**config.mk**
```make
export PLATFORM = sky130hd
export DESIGN_NAME = stable_level_recalibrator
export DESIGN_NICKNAME = d
export VERILOG_FILES = /design/src/rtl/srl_pkg.sv /design/src/rtl/srl_ctrl.sv /design/src/rtl/srl_dp.sv /design/src/rtl/stable_level_recalibrator.sv
export VERILOG_INCLUDE_DIRS = /design/src /design/src/rtl
export SDC_FILE = /design/constraint.sdc
export NUM_CORES = 1
export LEC_CHECK = 0
export BUFFER_PORTS_ARGS = -buffer_cell sky130_fd_sc_hd__buf_2
export CORE_ASPECT_RATIO = 0.9
export CORE_MARGIN = 10
export CORE_UTILIZATION = 50
export DETAILED_ROUTE_END_ITERATION = 8
export GPL_TIMING_DRIVEN = 0
export PLACE_DENSITY = 0.72
export SYNTH_ARGS = -nofsm -noshare
export SYNTH_HDL_FRONTEND = slang
export SYNTH_SLANG_ARGS = --single-unit
export TNS_END_PERCENT = 5
```
**constraint.sdc**
```tcl
create_clock -name clk -period 4.3 [get_ports clk]
set_clock_uncertainty 0.2 [all_clocks]
set_input_delay 0.215 -clock clk [delete_from_list [all_inputs] [get_ports clk]]
set_output_delay 0.215 -clock clk [all_outputs]
set_load 0.005 [all_outputs]
```
**src/rtl/stable_level_recalibrator_assert.svh**
```systemverilog
// assertion helpers for the stable level recalibrator
`ifndef STABLE_LEVEL_RECALIBRATOR_ASSERT_SVH
`define STABLE_LEVEL_RECALIBRATOR_ASSERT_SVH

// antecedent implies consequent in the same cycle
`define SLR_ASSERT_SAME(lbl, ante, cons, msg) \
    lbl: assert property (@(posedge clk) disable iff (!rst_n) (ante) |-> (cons)) \
        else $error(msg);

// antecedent implies consequent in the next cycle
`define SLR_ASSERT_NEXT(lbl, ante, cons, msg) \
    lbl: assert property (@(posedge clk) disable iff (!rst_n) (ante) |=> (cons)) \
        else $error(msg);

`endif

```
**src/rtl/srl_pkg.sv**
```systemverilog
`timescale 1ns / 1ps
package srl_pkg;

    localparam int RD_BITS_DEF    = 10;
    localparam int COUNT_BITS     = 8;
    localparam int IDX_BITS       = $clog2(COUNT_BITS);
    localparam int CFG_INDEX_BITS = 3;

    // register indexes
    localparam logic [CFG_INDEX_BITS-1:0] REG_WINDOW_HALF_WIDTH = 3'd0;
    localparam logic [CFG_INDEX_BITS-1:0] REG_GROUND_LOW_LIMIT  = 3'd1;
    localparam logic [CFG_INDEX_BITS-1:0] REG_GROUND_HIGH_LIMIT = 3'd2;
    localparam logic [CFG_INDEX_BITS-1:0] REG_CHECK_INTERVAL    = 3'd3;
    localparam logic [CFG_INDEX_BITS-1:0] REG_REQUIRED_SAMPLES  = 3'd4;
    localparam logic [CFG_INDEX_BITS-1:0] REG_INITIAL_LEVEL     = 3'd5;

    // reset values
    localparam int WINDOW_RST   = 5;
    localparam int GROUND_L_RST = 0;
    localparam int GROUND_H_RST = 1023;
    localparam int INTERVAL_RST = 10;
    localparam int REQUIRED_RST = 50;
    localparam int INIT_LVL_RST = 0;

    typedef struct packed {
        logic start;  // latch the reading and arm the remainder unit
        logic step;   // one remainder bit
        logic apply;  // update state and load the result register
    } srl_cmd_t;

    typedef struct packed {
        logic div_last;  // current step is the last remainder bit
    } srl_status_t;

endpackage

```
**src/rtl/srl_ctrl.sv**
```systemverilog
`timescale 1ns / 1ps
module srl_ctrl
    import srl_pkg::*;
(
    input  logic        clk,
    input  logic        rst_n,
    input  logic        in_valid,
    output logic        in_ready,
    output logic        out_valid,
    input  logic        out_ready,
    input  srl_status_t status,
    output srl_cmd_t    cmd
);

    typedef enum logic [2:0] {
        ST_IDLE  = 3'b001,
        ST_DIV   = 3'b010,
        ST_APPLY = 3'b100
    } state_t;

    state_t state_reg;
    state_t state_next;
    logic   out_valid_reg;
    logic   out_valid_next;
    logic   out_free;

    assign out_free  = !out_valid_reg || out_ready;
    assign in_ready  = (state_reg == ST_IDLE);
    assign out_valid = out_valid_reg;

    always_comb
    begin
        state_next     = state_reg;
        out_valid_next = out_valid_reg && !out_ready;
        cmd            = '0;
        unique case (state_reg)
            ST_IDLE:
            begin
                if (in_valid)
                begin
                    cmd.start  = 1'b1;
                    state_next = ST_DIV;
                end
            end
            ST_DIV:
            begin
                cmd.step = 1'b1;
                if (status.div_last)
                begin
                    state_next = ST_APPLY;
                end
            end
            ST_APPLY:
            begin
                // wait for the result register to drain
                if (out_free)
                begin
                    cmd.apply      = 1'b1;
                    out_valid_next = 1'b1;
                    state_next     = ST_IDLE;
                end
            end
            default:
            begin
                state_next = ST_IDLE;
            end
        endcase
    end

    always_ff @(posedge clk or negedge rst_n)
    begin
        if (!rst_n)
        begin
            state_reg     <= ST_IDLE;
            out_valid_reg <= 1'b0;
        end
        else
        begin
            state_reg     <= state_next;
            out_valid_reg <= out_valid_next;
        end
    end

endmodule

```
**src/rtl/srl_dp.sv**
```systemverilog
`timescale 1ns / 1ps
module srl_dp
    import srl_pkg::*;
#(
    parameter int READING_BITS = RD_BITS_DEF
)
(
    input  logic                      clk,
    input  logic                      rst_n,
    input  logic                      cfg_we,
    input  logic [CFG_INDEX_BITS-1:0] cfg_index,
    input  logic [READING_BITS-1:0]   cfg_data,
    input  logic [READING_BITS-1:0]   distance,
    input  srl_cmd_t                  cmd,
    output srl_status_t               status,
    output logic [READING_BITS-1:0]   level,
    output logic                      committed,
    output logic                      searching
);

    localparam int RB = READING_BITS;

    // configuration
    logic [COUNT_BITS-1:0] win_reg;
    logic [RB-1:0]         gnd_low_reg;
    logic [RB-1:0]         gnd_high_reg;
    logic [COUNT_BITS-1:0] interval_reg;
    logic [COUNT_BITS-1:0] required_reg;

    // block state
    logic [RB-1:0]         cal_reg;
    logic [RB-1:0]         cal_next;
    logic [RB-1:0]         ref_reg;
    logic [RB-1:0]         ref_next;
    logic [COUNT_BITS-1:0] cnt_reg;
    logic [COUNT_BITS-1:0] cnt_next;

    // per item working registers
    logic [RB-1:0]         rd_reg;
    logic [COUNT_BITS-1:0] rem_reg;
    logic [COUNT_BITS-1:0] rem_next;
    logic [IDX_BITS-1:0]   idx_reg;

    // result register
    logic [RB-1:0]         level_reg;
    logic                  committed_reg;
    logic                  committed_next;
    logic                  searching_reg;

    always_ff @(posedge clk or negedge rst_n)
    begin
        if (!rst_n)
        begin
            win_reg      <= COUNT_BITS'(WINDOW_RST);
            gnd_low_reg  <= RB'(GROUND_L_RST);
            gnd_high_reg <= RB'(GROUND_H_RST);
            interval_reg <= COUNT_BITS'(INTERVAL_RST);
            required_reg <= COUNT_BITS'(REQUIRED_RST);
        end
        else if (cfg_we)
        begin
            unique case (cfg_index)
                REG_WINDOW_HALF_WIDTH: win_reg      <= cfg_data[COUNT_BITS-1:0];
                REG_GROUND_LOW_LIMIT:  gnd_low_reg  <= cfg_data;
                REG_GROUND_HIGH_LIMIT: gnd_high_reg <= cfg_data;
                REG_CHECK_INTERVAL:    interval_reg <= cfg_data[COUNT_BITS-1:0];
                REG_REQUIRED_SAMPLES:  required_reg <= cfg_data[COUNT_BITS-1:0];
                // initial level only matters at reset, where it is back at its reset value
                REG_INITIAL_LEVEL:     ;
                default:               ;
            endcase
        end
    end

    // restoring remainder, one bit of the count per step, msb first
    logic [COUNT_BITS:0] rem_shift;
    logic [COUNT_BITS:0] rem_diff;

    assign rem_shift = {rem_reg, cnt_reg[idx_reg]};
    assign rem_diff  = rem_shift - {1'b0, interval_reg};
    assign rem_next  = (rem_shift >= {1'b0, interval_reg}) ? rem_diff[COUNT_BITS-1:0]
                                                            : rem_shift[COUNT_BITS-1:0];
    assign status.div_last = (idx_reg == '0);

    always_ff @(posedge clk)
    begin
        if (cmd.start)
        begin
            rd_reg  <= distance;
            rem_reg <= '0;
            idx_reg <= IDX_BITS'(COUNT_BITS - 1);
        end
        else if (cmd.step)
        begin
            rem_reg <= rem_next;
            idx_reg <= idx_reg - 1'b1;
        end
    end

    // inclusive window tests
    logic [RB:0] rd_ext;
    logic [RB:0] rd_plus_w;
    logic [RB:0] cal_plus_w;
    logic [RB:0] ref_plus_w;
    logic        win_cal;
    logic        win_ref;
    logic        idle_match;
    logic        not_ground;
    logic        at_check;

    assign rd_ext     = {1'b0, rd_reg};
    assign rd_plus_w  = rd_ext + (RB+1)'(win_reg);
    assign cal_plus_w = {1'b0, cal_reg} + (RB+1)'(win_reg);
    assign ref_plus_w = {1'b0, ref_reg} + (RB+1)'(win_reg);
    assign win_cal    = (rd_ext <= cal_plus_w) && (rd_plus_w >= {1'b0, cal_reg});
    assign win_ref    = (rd_ext <= ref_plus_w) && (rd_plus_w >= {1'b0, ref_reg});
    assign idle_match = win_cal && (cnt_reg == '0);
    assign not_ground = (rd_reg < gnd_low_reg) || (rd_reg > gnd_high_reg);
    assign at_check   = (interval_reg != '0) && (rem_reg == '0);

    always_comb
    begin
        cal_next       = cal_reg;
        ref_next       = ref_reg;
        cnt_next       = cnt_reg;
        committed_next = 1'b0;
        if (idle_match)
        begin
            // nothing moves
        end
        else if (not_ground)
        begin
            ref_next = '0;
        end
        else if (cnt_reg == '0)
        begin
            ref_next = rd_reg;
            cnt_next = COUNT_BITS'(1);
        end
        else if (at_check)
        begin
            if (!win_ref)
            begin
                ref_next = '0;
                cnt_next = '0;
            end
            else
            begin
                ref_next = rd_reg;
                cnt_next = cnt_reg + 1'b1;
            end
        end
        else if (cnt_reg >= required_reg)
        begin
            cnt_next = '0;
            if (!win_ref)
            begin
                ref_next = '0;
            end
            else
            begin
                cal_next       = ref_reg;
                committed_next = 1'b1;
            end
        end
        else
        begin
            cnt_next = cnt_reg + 1'b1;
        end
    end

    always_ff @(posedge clk or negedge rst_n)
    begin
        if (!rst_n)
        begin
            cal_reg <= RB'(INIT_LVL_RST);
            ref_reg <= '0;
            cnt_reg <= '0;
        end
        else if (cmd.apply)
        begin
            cal_reg <= cal_next;
            ref_reg <= ref_next;
            cnt_reg <= cnt_next;
        end
    end

    always_ff @(posedge clk)
    begin
        if (cmd.apply)
        begin
            level_reg     <= cal_next;
            committed_reg <= committed_next;
            searching_reg <= (cnt_next != '0);
        end
    end

    assign level     = level_reg;
    assign committed = committed_reg;
    assign searching = searching_reg;

endmodule

```
**src/rtl/stable_level_recalibrator.sv**
```systemverilog
`timescale 1ns / 1ps
// from the input beat to a valid result: 8 remainder steps, then 1 update once the result
//   register is free; a new beat is taken only back in idle; the bit-serial remainder of
//   the sample count by check_interval takes the 8 remainder steps
// reset: asynchronous active low; registers return to their reset values, calibrated level
//   to the initial level reset value, reference and sample count to zero, no result pending
module stable_level_recalibrator
    import srl_pkg::*;
#(
    parameter int READING_BITS = RD_BITS_DEF
)
(
    input  logic                      clk,
    input  logic                      rst_n,
    // configuration write channel
    input  logic                      cfg_valid,
    output logic                      cfg_ready,
    input  logic [CFG_INDEX_BITS-1:0] cfg_index,
    input  logic [READING_BITS-1:0]   cfg_data,
    // reading channel
    input  logic                      in_valid,
    output logic                      in_ready,
    input  logic [READING_BITS-1:0]   distance,
    // result channel
    output logic                      out_valid,
    input  logic                      out_ready,
    output logic [READING_BITS-1:0]   level,
    output logic                      committed,
    output logic                      searching
);

`include "stable_level_recalibrator_assert.svh"

    srl_cmd_t    cmd;
    srl_status_t status;

    // register writes are always taken; the user must send them only while the block is idle, which it does not enforce
    assign cfg_ready = 1'b1;

    // sequencer: idle, remainder steps, update and result load
    srl_ctrl u_ctrl (
        .clk       (clk),
        .rst_n     (rst_n),
        .in_valid  (in_valid),
        .in_ready  (in_ready),
        .out_valid (out_valid),
        .out_ready (out_ready),
        .status    (status),
        .cmd       (cmd)
    );

    // registers, block state, remainder unit, decision logic and result register
    srl_dp #(
        .READING_BITS (READING_BITS)
    ) u_dp (
        .clk       (clk),
        .rst_n     (rst_n),
        .cfg_we    (cfg_valid && cfg_ready),
        .cfg_index (cfg_index),
        .cfg_data  (cfg_data),
        .distance  (distance),
        .cmd       (cmd),
        .status    (status),
        .level     (level),
        .committed (committed),
        .searching (searching)
    );

    // a taken beat keeps the block busy for the remainder steps
    `SLR_ASSERT_NEXT(a_busy_after_beat, in_valid && in_ready, !in_ready, "ready right after beat")

    // a state update always shows up as a pending result
    `SLR_ASSERT_NEXT(a_apply_gives_result, cmd.apply, out_valid, "update without result")

    // a commit always ends the search
    `SLR_ASSERT_SAME(a_commit_ends_search, out_valid && committed, !searching,
                     "commit while still searching")

endmodule
```
Yosys cells after proc, flatten, opt, wreduce, memory -nomap -nowiden
Index checks and enable logic that the tools add are counted.
- equality and inequality tests: 11
- muxes and demuxes: 33
- magnitude comparators: 9
- add/sub/neg operators: 6
- bitwise logic cells: 2
- reductions and logical operators: 24
- operators by type and width (cell ; number):
    10-bit 2-to-1 mux ; 12
    8-bit 2-to-1 mux ; 7
    10-bit by 8-bit adder with 11-bit output ; 3
    11-bit by 10-bit greater-or-equal comparator with 1-bit output ; 2
    10-bit by 11-bit <= comparator with 1-bit output ; 2
    8-bit logical NOT ; 2
    8-bit nonzero test ; 2
    10-bit > comparator ; 1
    10-bit less-than comparator ; 1
    2-bit AND reduction ; 5
    3-bit by 2-bit equality test with 1-bit output (second input constant) ; 3
    9-bit by 8-bit greater-or-equal comparator with 1-bit output ; 1
    1-bit 2-to-1 mux ; 9
    3-bit 2-to-1 mux ; 3
    3-bit one-hot mux with 3 select lines ; 1
    8-bit by 1-bit adder with 8-bit output (second input constant) ; 1
    8-bit greater-or-equal comparator ; 1
    8-bit subtractor ; 1
    3-bit by 1-bit equality test with 1-bit output (second input constant) ; 2
    3-bit equality test (second input constant) ; 2
    3-bit logical NOT ; 2
    1-bit logical AND ; 5
    5-bit OR reduction ; 1
    3-bit by 4-bit less-than comparator with 1-bit output (second input constant) ; 1
    other kinds (11) ; 15
- bits in registers: 109
- input bits: 28

Depth between registers and ports, before layout
- depth after elaboration: 9
- gate-level depth with buffers: 20
- depth with buffers taken out: 19

By module
From an unflattened synthesis, not the netlist that was laid out.
- cell total of the unflattened synthesis: 768
- area total of the unflattened synthesis: 7639.8 um^2
- by module, submodules not included (module ; area an instance (um^2) ; seq. area each (um^2) ; instances ; cells each):
    srl_dp ; 7397.1 ; 2703.8 ; 1 ; 745
    srl_ctrl ; 231.5 ; 101.3 ; 1 ; 21
    stable_level_recalibrator ; 11.3 ; 0.0 ; 1 ; 2

Least setup slack after synthesis
No wires, ideal clock.
- path kind: register to register
- start point: register u_dp.rd_reg[1]
- end point: register u_dp.ref_reg[8]
- arrival time: 3731 ps
- cell stages (with the launch flop): 20
- path slack: 248 ps
- buffers on the path: 1
- cell sequence: edfxtp_1 -> ha_1 -> a21o_1 -> a21oi_1 -> nor2b_1 -> o21a_1 -> o21ai_0 -> nand2b_1 -> a21o_1 -> xor2_1 -> ha_1 -> nor4_1 -> o21ai_1 -> a41oi_2 -> a211oi_2 -> o31ai_4 -> nand2_2 -> a311o_1 -> buf_6 -> a22o_1
- longest elaborated chain between the ends: 7
- elaborated cells on any way between the ends: 19
- those cells by class: add/sub (1); order compare (6); eq/ne (1); mux (4); bitwise (1); reduce/logical (6)
- RTL lines (what ; RTL line ; source):
    start, declared ; srl_dp.sv:39 ; logic [RB-1:0] rd_reg;
    start signal, assigned ; srl_dp.sv:89 ; rd_reg <= distance;
    10-bit by 8-bit adder with 11-bit output ; srl_dp.sv:112 ; assign rd_plus_w = rd_ext + (RB+1)'(win_reg);
    11-bit by 10-bit greater-or-equal comparator with 1-bit output ; srl_dp.sv:116 ; assign win_ref = (rd_ext <= ref_plus_w) && (rd_plus_w >= {1'b0, ref_reg});
    1-bit logical AND ; srl_dp.sv:116 ;
    10-bit 2-to-1 mux ; srl_dp.sv:142 ; if (!win_ref)
    10-bit 2-to-1 mux ; srl_dp.sv:140 ; else if (at_check)
    10-bit 2-to-1 mux ; srl_dp.sv:135 ; else if (cnt_reg == '0)
    10-bit 2-to-1 mux ; srl_dp.sv:131 ; else if (not_ground)
    end signal, assigned ; srl_dp.sv:183 ; ref_reg <= ref_next;
    end, declared ; srl_dp.sv:33 ; logic [RB-1:0] ref_reg;
Several ways; a longest one is shown, not always the timed one.
A chain may end at the register's enable or synchronous reset.

Final worst setup path
- start point: register u_dp.win_reg[0]
- end point: register u_dp.cal_reg[0]
- longest elaborated chain between the ends: 9
- elaborated cells on any way between the ends: 16
- those cells by class: add/sub (3); order compare (4); mux (6); reduce/logical (3)
- RTL lines (what ; RTL line ; source):
    start, declared ; srl_dp.sv:24 ; logic [COUNT_BITS-1:0] win_reg;
    start signal, assigned ; srl_dp.sv:54 ; win_reg <= COUNT_BITS'(WINDOW_RST);
    start signal, assigned ; srl_dp.sv:63 ; REG_WINDOW_HALF_WIDTH: win_reg <= cfg_data[COUNT_BITS-1:0];
    10-bit by 8-bit adder with 11-bit output, on equally long branches ; srl_dp.sv:114, srl_dp.sv:112 ;
    10-bit by 11-bit <= comparator with 1-bit output or 11-bit by 10-bit greater-or-equal comparator with 1-bit output (tied branches) ; srl_dp.sv:116 ;
    1-bit logical AND ; srl_dp.sv:116 ;
    10-bit 2-to-1 mux ; srl_dp.sv:156 ; if (!win_ref)
    10-bit 2-to-1 mux ; srl_dp.sv:153 ; else if (cnt_reg >= required_reg)
    10-bit 2-to-1 mux ; srl_dp.sv:140 ;
    10-bit 2-to-1 mux ; srl_dp.sv:135 ;
    10-bit 2-to-1 mux ; srl_dp.sv:131 ;
    10-bit 2-to-1 mux (*) ; srl_dp.sv:127 ; if (idle_match)
    end signal, assigned ; srl_dp.sv:176 ; cal_reg <= RB'(INIT_LVL_RST);
    end signal, assigned ; srl_dp.sv:182 ; cal_reg <= cal_next;
    end, declared ; srl_dp.sv:31 ; logic [RB-1:0] cal_reg;
Every way passes the cells marked *; elsewhere a longest branch is shown, timed or not.

==> metrics.cfg <==
[run_status]
run_status = complete, but fails checks
failed_checks = setup timing

[critical_path]
cp-start-kind = flop
cp_top_family = compound AO/OA/AOI/OAI gates
timing.critical_path.from = u_dp.win_reg[0]$_DFFE_PN1P_
worst_setup_path_endpoint = u_dp.cal_reg[0]$_DFFE_PN0P_
worst_ep_required_time_ps = 4350
cp_data_arrival_time_ps = 4360
timing.rr.start = u_dp.win_reg[0]$_DFFE_PN1P_
worst_r2r_path_depth = 18
slowest_delay_ps = 580
worstPathCellList = buf_4 -> ha_1 -> inv_1 -> fa_2 -> nor2b_4 -> o211ai_2 -> a32o_2 -> xnor2_1 -> ha_2 -> nor4_4 -> o21ai_1 -> a41oi_2 -> a211oi_2 -> o31ai_4 -> buf_4 -> nor4_4 -> buf_6 -> mux2_4
worst_path_max_delay_cell = sky130_fd_sc_hd__dfstp_2
number_of_buffer_and_inverter_stages_on_the_critical_path = 4
crit_type = flop to flop
endpoint_kind = flop
crit_path_max_fanout = 7
cp.depth = 18
reg2reg_to = u_dp.cal_reg[0]$_DFFE_PN0P_
worst-r2r-setup-slack_ps = -10

[placement]
gp_routability_congestion = 0.901
detailed_place_hpwl_mm = 13.5
numPlacedInstances = 1029
buffer_ports.inserted = 41

[power_and_ir_drop]
seqPwrFrac = 0.330
report.power.total_mw = 4.28
comb_power_share = 0.478
p_sw_mw = 1.71
clock_network_fraction_of_total_power = 0.192
switching_share_of_power = 0.400
ir_worst_vdd_uv = 356
p_int_mw = 2.57
power.leakage_nw = 4.04
power.density_nw_per_um2 = 472

[clocking]
cts_num_sinks = 109
tritoncts.num_buffers = 9
root_buffer = sky130_fd_sc_hd__clkbuf_16
insertion_delay_ps = 360
tritoncts = built
h-tree-depth = 3
cts_max_path_buffers = 2
clkSlewWorstSetupHoldPaths_ps = 70

[layout]
post_route_cells_drive_above_1_share = 0.213
final_cell_count_no_fill = 1094
antenna-diode-count = 0
num-nets-final = 1026
layout-area-overhead-vs-synth_pct = 18.9

[floorplanning]
initial_core_util = 0.514
core_area_sq_um = 14800
die_w_um = 150
io-pin-count = 43
die_y_um = 137
row_count = 42
die_area_sq_um = 20600

[detailed_routing]
average_wire_per_cell_in_the_routed_design_um = 17.1
drt-initial-drc-count = 342
detailroute.via_count = 6156
drt_pass1_iterations = 5
post-route-drc-count = 0
drt_antenna_net_count = 0
post_drt_via_cell_ratio = 5.63
postRouteWirelength_mm = 18.7

[logic_synthesis]
synth.cell_area_sq_um = 7620
synth.most_common_cell = sky130_fd_sc_hd__ha_1
number_of_enable_flip_flop_cells_after_synthesis = 22
synth_area_leaders = sky130_fd_sc_hd__dfrtp_1 (19%), sky130_fd_sc_hd__ha_1 (17%), sky130_fd_sc_hd__edfxtp_1 (8.7%), sky130_fd_sc_hd__dfstp_2 (6.2%), sky130_fd_sc_hd__o21ai_0 (5.3%)
post-synth-top-area-fraction = 0.190
asyncSetResetFlopFracSynth = 0.697
netlist_top_cells_count = sky130_fd_sc_hd__ha_1 (103), sky130_fd_sc_hd__nand2_1 (89), sky130_fd_sc_hd__o21ai_0 (80)
netlist-cell-type-count = 78
postSynthCellCount = 789
synth.avg_cell_area_sq_um = 9.66
yosys_most_used_dff = sky130_fd_sc_hd__dfrtp_1
count_of_warnings_emitted_by_yosys = 0
ys_seq_area_frac = 0.368
synthDominantAreaCellType = sky130_fd_sc_hd__dfrtp_1
synthesis.nets = 924
synth_seq_cells = 109

[timing]
fmax_mhz = 232
post-route-worst-setup-slack_ps = -13.5
worstMarginPinSlew_ps = 834
crit_share_post_route = 1.00
grt_setup_unrepaired = true
holdWs_ps = 55.6
finalSetupTns_ps = -30.2
post-route-min-period_ps = 4310
setup_viol = 5
timing.final.hold_violations = 0
timing.slew.headroom = 0.443
final-max-slew-violation-count = 0

[global_routing]
globalRouteOverflowTotal = 0
maximum_number_of_pins_on_one_net_before_global_route_repair = 57
groute.usage.overall = 0.181
grt_pass1_wl_mm = 30.0
via_count_of_the_first_global_routing_pass = 5864
antenna_found_initial = 0

[hold_path]
hold_path.class = input pin to flop

[flow_run]
max_cap_violations = 0

## how the worst min path moves through the flow
stage / startpoint / end / slack (ps) / cells past startpoint
after detailed placement: rst_n / u_ctrl.state_reg[2]$_DFFE_PN0P_ / -60 / 1
after floorplan: rst_n / u_ctrl.out_valid$_DFF_PN0_ / -280 / 0
final: cfg_index[0] / u_dp.required_reg[4]$_DFFE_PN1P_ / 60 / 4
after global placement: distance[1] / u_dp.rd_reg[1]$_DFFE_PP_ / 190 / 1
after CTS: cfg_index[0] / u_dp.required_reg[4]$_DFFE_PN1P_ / 40 / 4
after global routing: cfg_index[0] / u_dp.required_reg[1]$_DFFE_PN1P_ / 110 / 4
## worst register-to-register path: cells and delay by family, from the launching register on
family                     cells  cell delay [ps]
and+or+nand+nor                3              440
adders and majority gates      3              810
xor gates and xnor gates       1              260
muxes                          1              300
DFF                            1              580
buffers and inverters          4              530
AOI/OAI and AO/OA              6             1070
## cell usage in the layout (no fill, tap or decap), types with 14 or more instances in the layout
master / netlist / final
sky130_fd_sc_hd__a21o_1: 16 / 16
sky130_fd_sc_hd__o21ai_0: 80 / 75
sky130_fd_sc_hd__a21oi_1: 36 / 30
sky130_fd_sc_hd__nand2_1: 89 / 88
sky130_fd_sc_hd__buf_2: 5 / 45
sky130_fd_sc_hd__mux2_2: 20 / 20
sky130_fd_sc_hd__xnor2_1: 20 / 19
sky130_fd_sc_hd__edfxtp_1: 22 / 22
sky130_fd_sc_hd__ha_1: 103 / 97
sky130_fd_sc_hd__nand3_1: 15 / 15
sky130_fd_sc_hd__nor2_1: 28 / 25
sky130_fd_sc_hd__dfstp_2: 18 / 18
sky130_fd_sc_hd__inv_1: 76 / 75
sky130_fd_sc_hd__nor2b_1: 15 / 14
sky130_fd_sc_hd__buf_4: 1 / 25
sky130_fd_sc_hd__dfrtp_1: 58 / 55
sky130_fd_sc_hd__dlygate4sd3_1: 0 / 23
## routing by layer
| metal | track usage | wire (um) | vias to the layer above |
|---|---|---|---|
| met5 | 0 | 0 | - |
| met4 | 0.0475 | 228 | 0 |
| met3 | 0.0330 | 817 | 17 |
| met2 | 0.283 | 8600 | 121 |
| met1 | 0.253 | 9040 | 2977 |
| li1 | - | - | 3041 |
## layout make-up
cell class,count,area (sq um)
tap,198,248
timing repair buffer,91,681
clock buffer,11,243
inverter,77,289
multi-input combinational,587,4660
sequential,109,2810
fill,1244,5760
clock inverter,5,42.5
buffer,16,93.8
## per-stage QoR
| step | worst slack, ps | utilization | cell area (sq um) |
|---|---|---|---|
| after floorplan | 248 | - | 7620 |
| after global routing | -181 | 0.611 | 9060 |
| final | -13.5 | 0.611 | 9060 |
| after detailed placement | -309 | 0.547 | 8100 |
| after CTS | -103 | 0.588 | 8710 |
| after global placement | -262 | 0.545 | 8070 |
## cell families (layout without fill, tap and decap cells)
group,count (synthesis),after routing,synth area share
buf+inv,93,200,0.0493
xor+xnor,29,29,0.0333
flops,109,109,0.368
mux,30,30,0.0466
compound gates,212,212,0.185
fa+ha+maj,107,107,0.180
other cells,1,1,0.000492
simple gates,208,208,0.137
## power by group through the flow
stage | logic [mW] | registers [mW] | clock network (mW)
2_1_floorplan | 1.43 | 1.36 | 0
3_3_place_gp | 1.76 | 1.43 | 0
3_5_place_dp | 1.81 | 1.43 | 0
4_1_cts | 1.89 | 1.41 | 0.841
5_1_grt | 2.31 | 1.43 | 0.880
6_report | 2.05 | 1.41 | 0.821
## timing repair
item,in CTS,in global routing
setup buffers,6,19
endpoints found under the hold margin,102,0
endpoints found under the setup margin,39,40
pin swaps,6,42
resized for setup,8,48
hold buffers,23,0
gates cloned,0,1
Power figures use the tool's default switching activity.
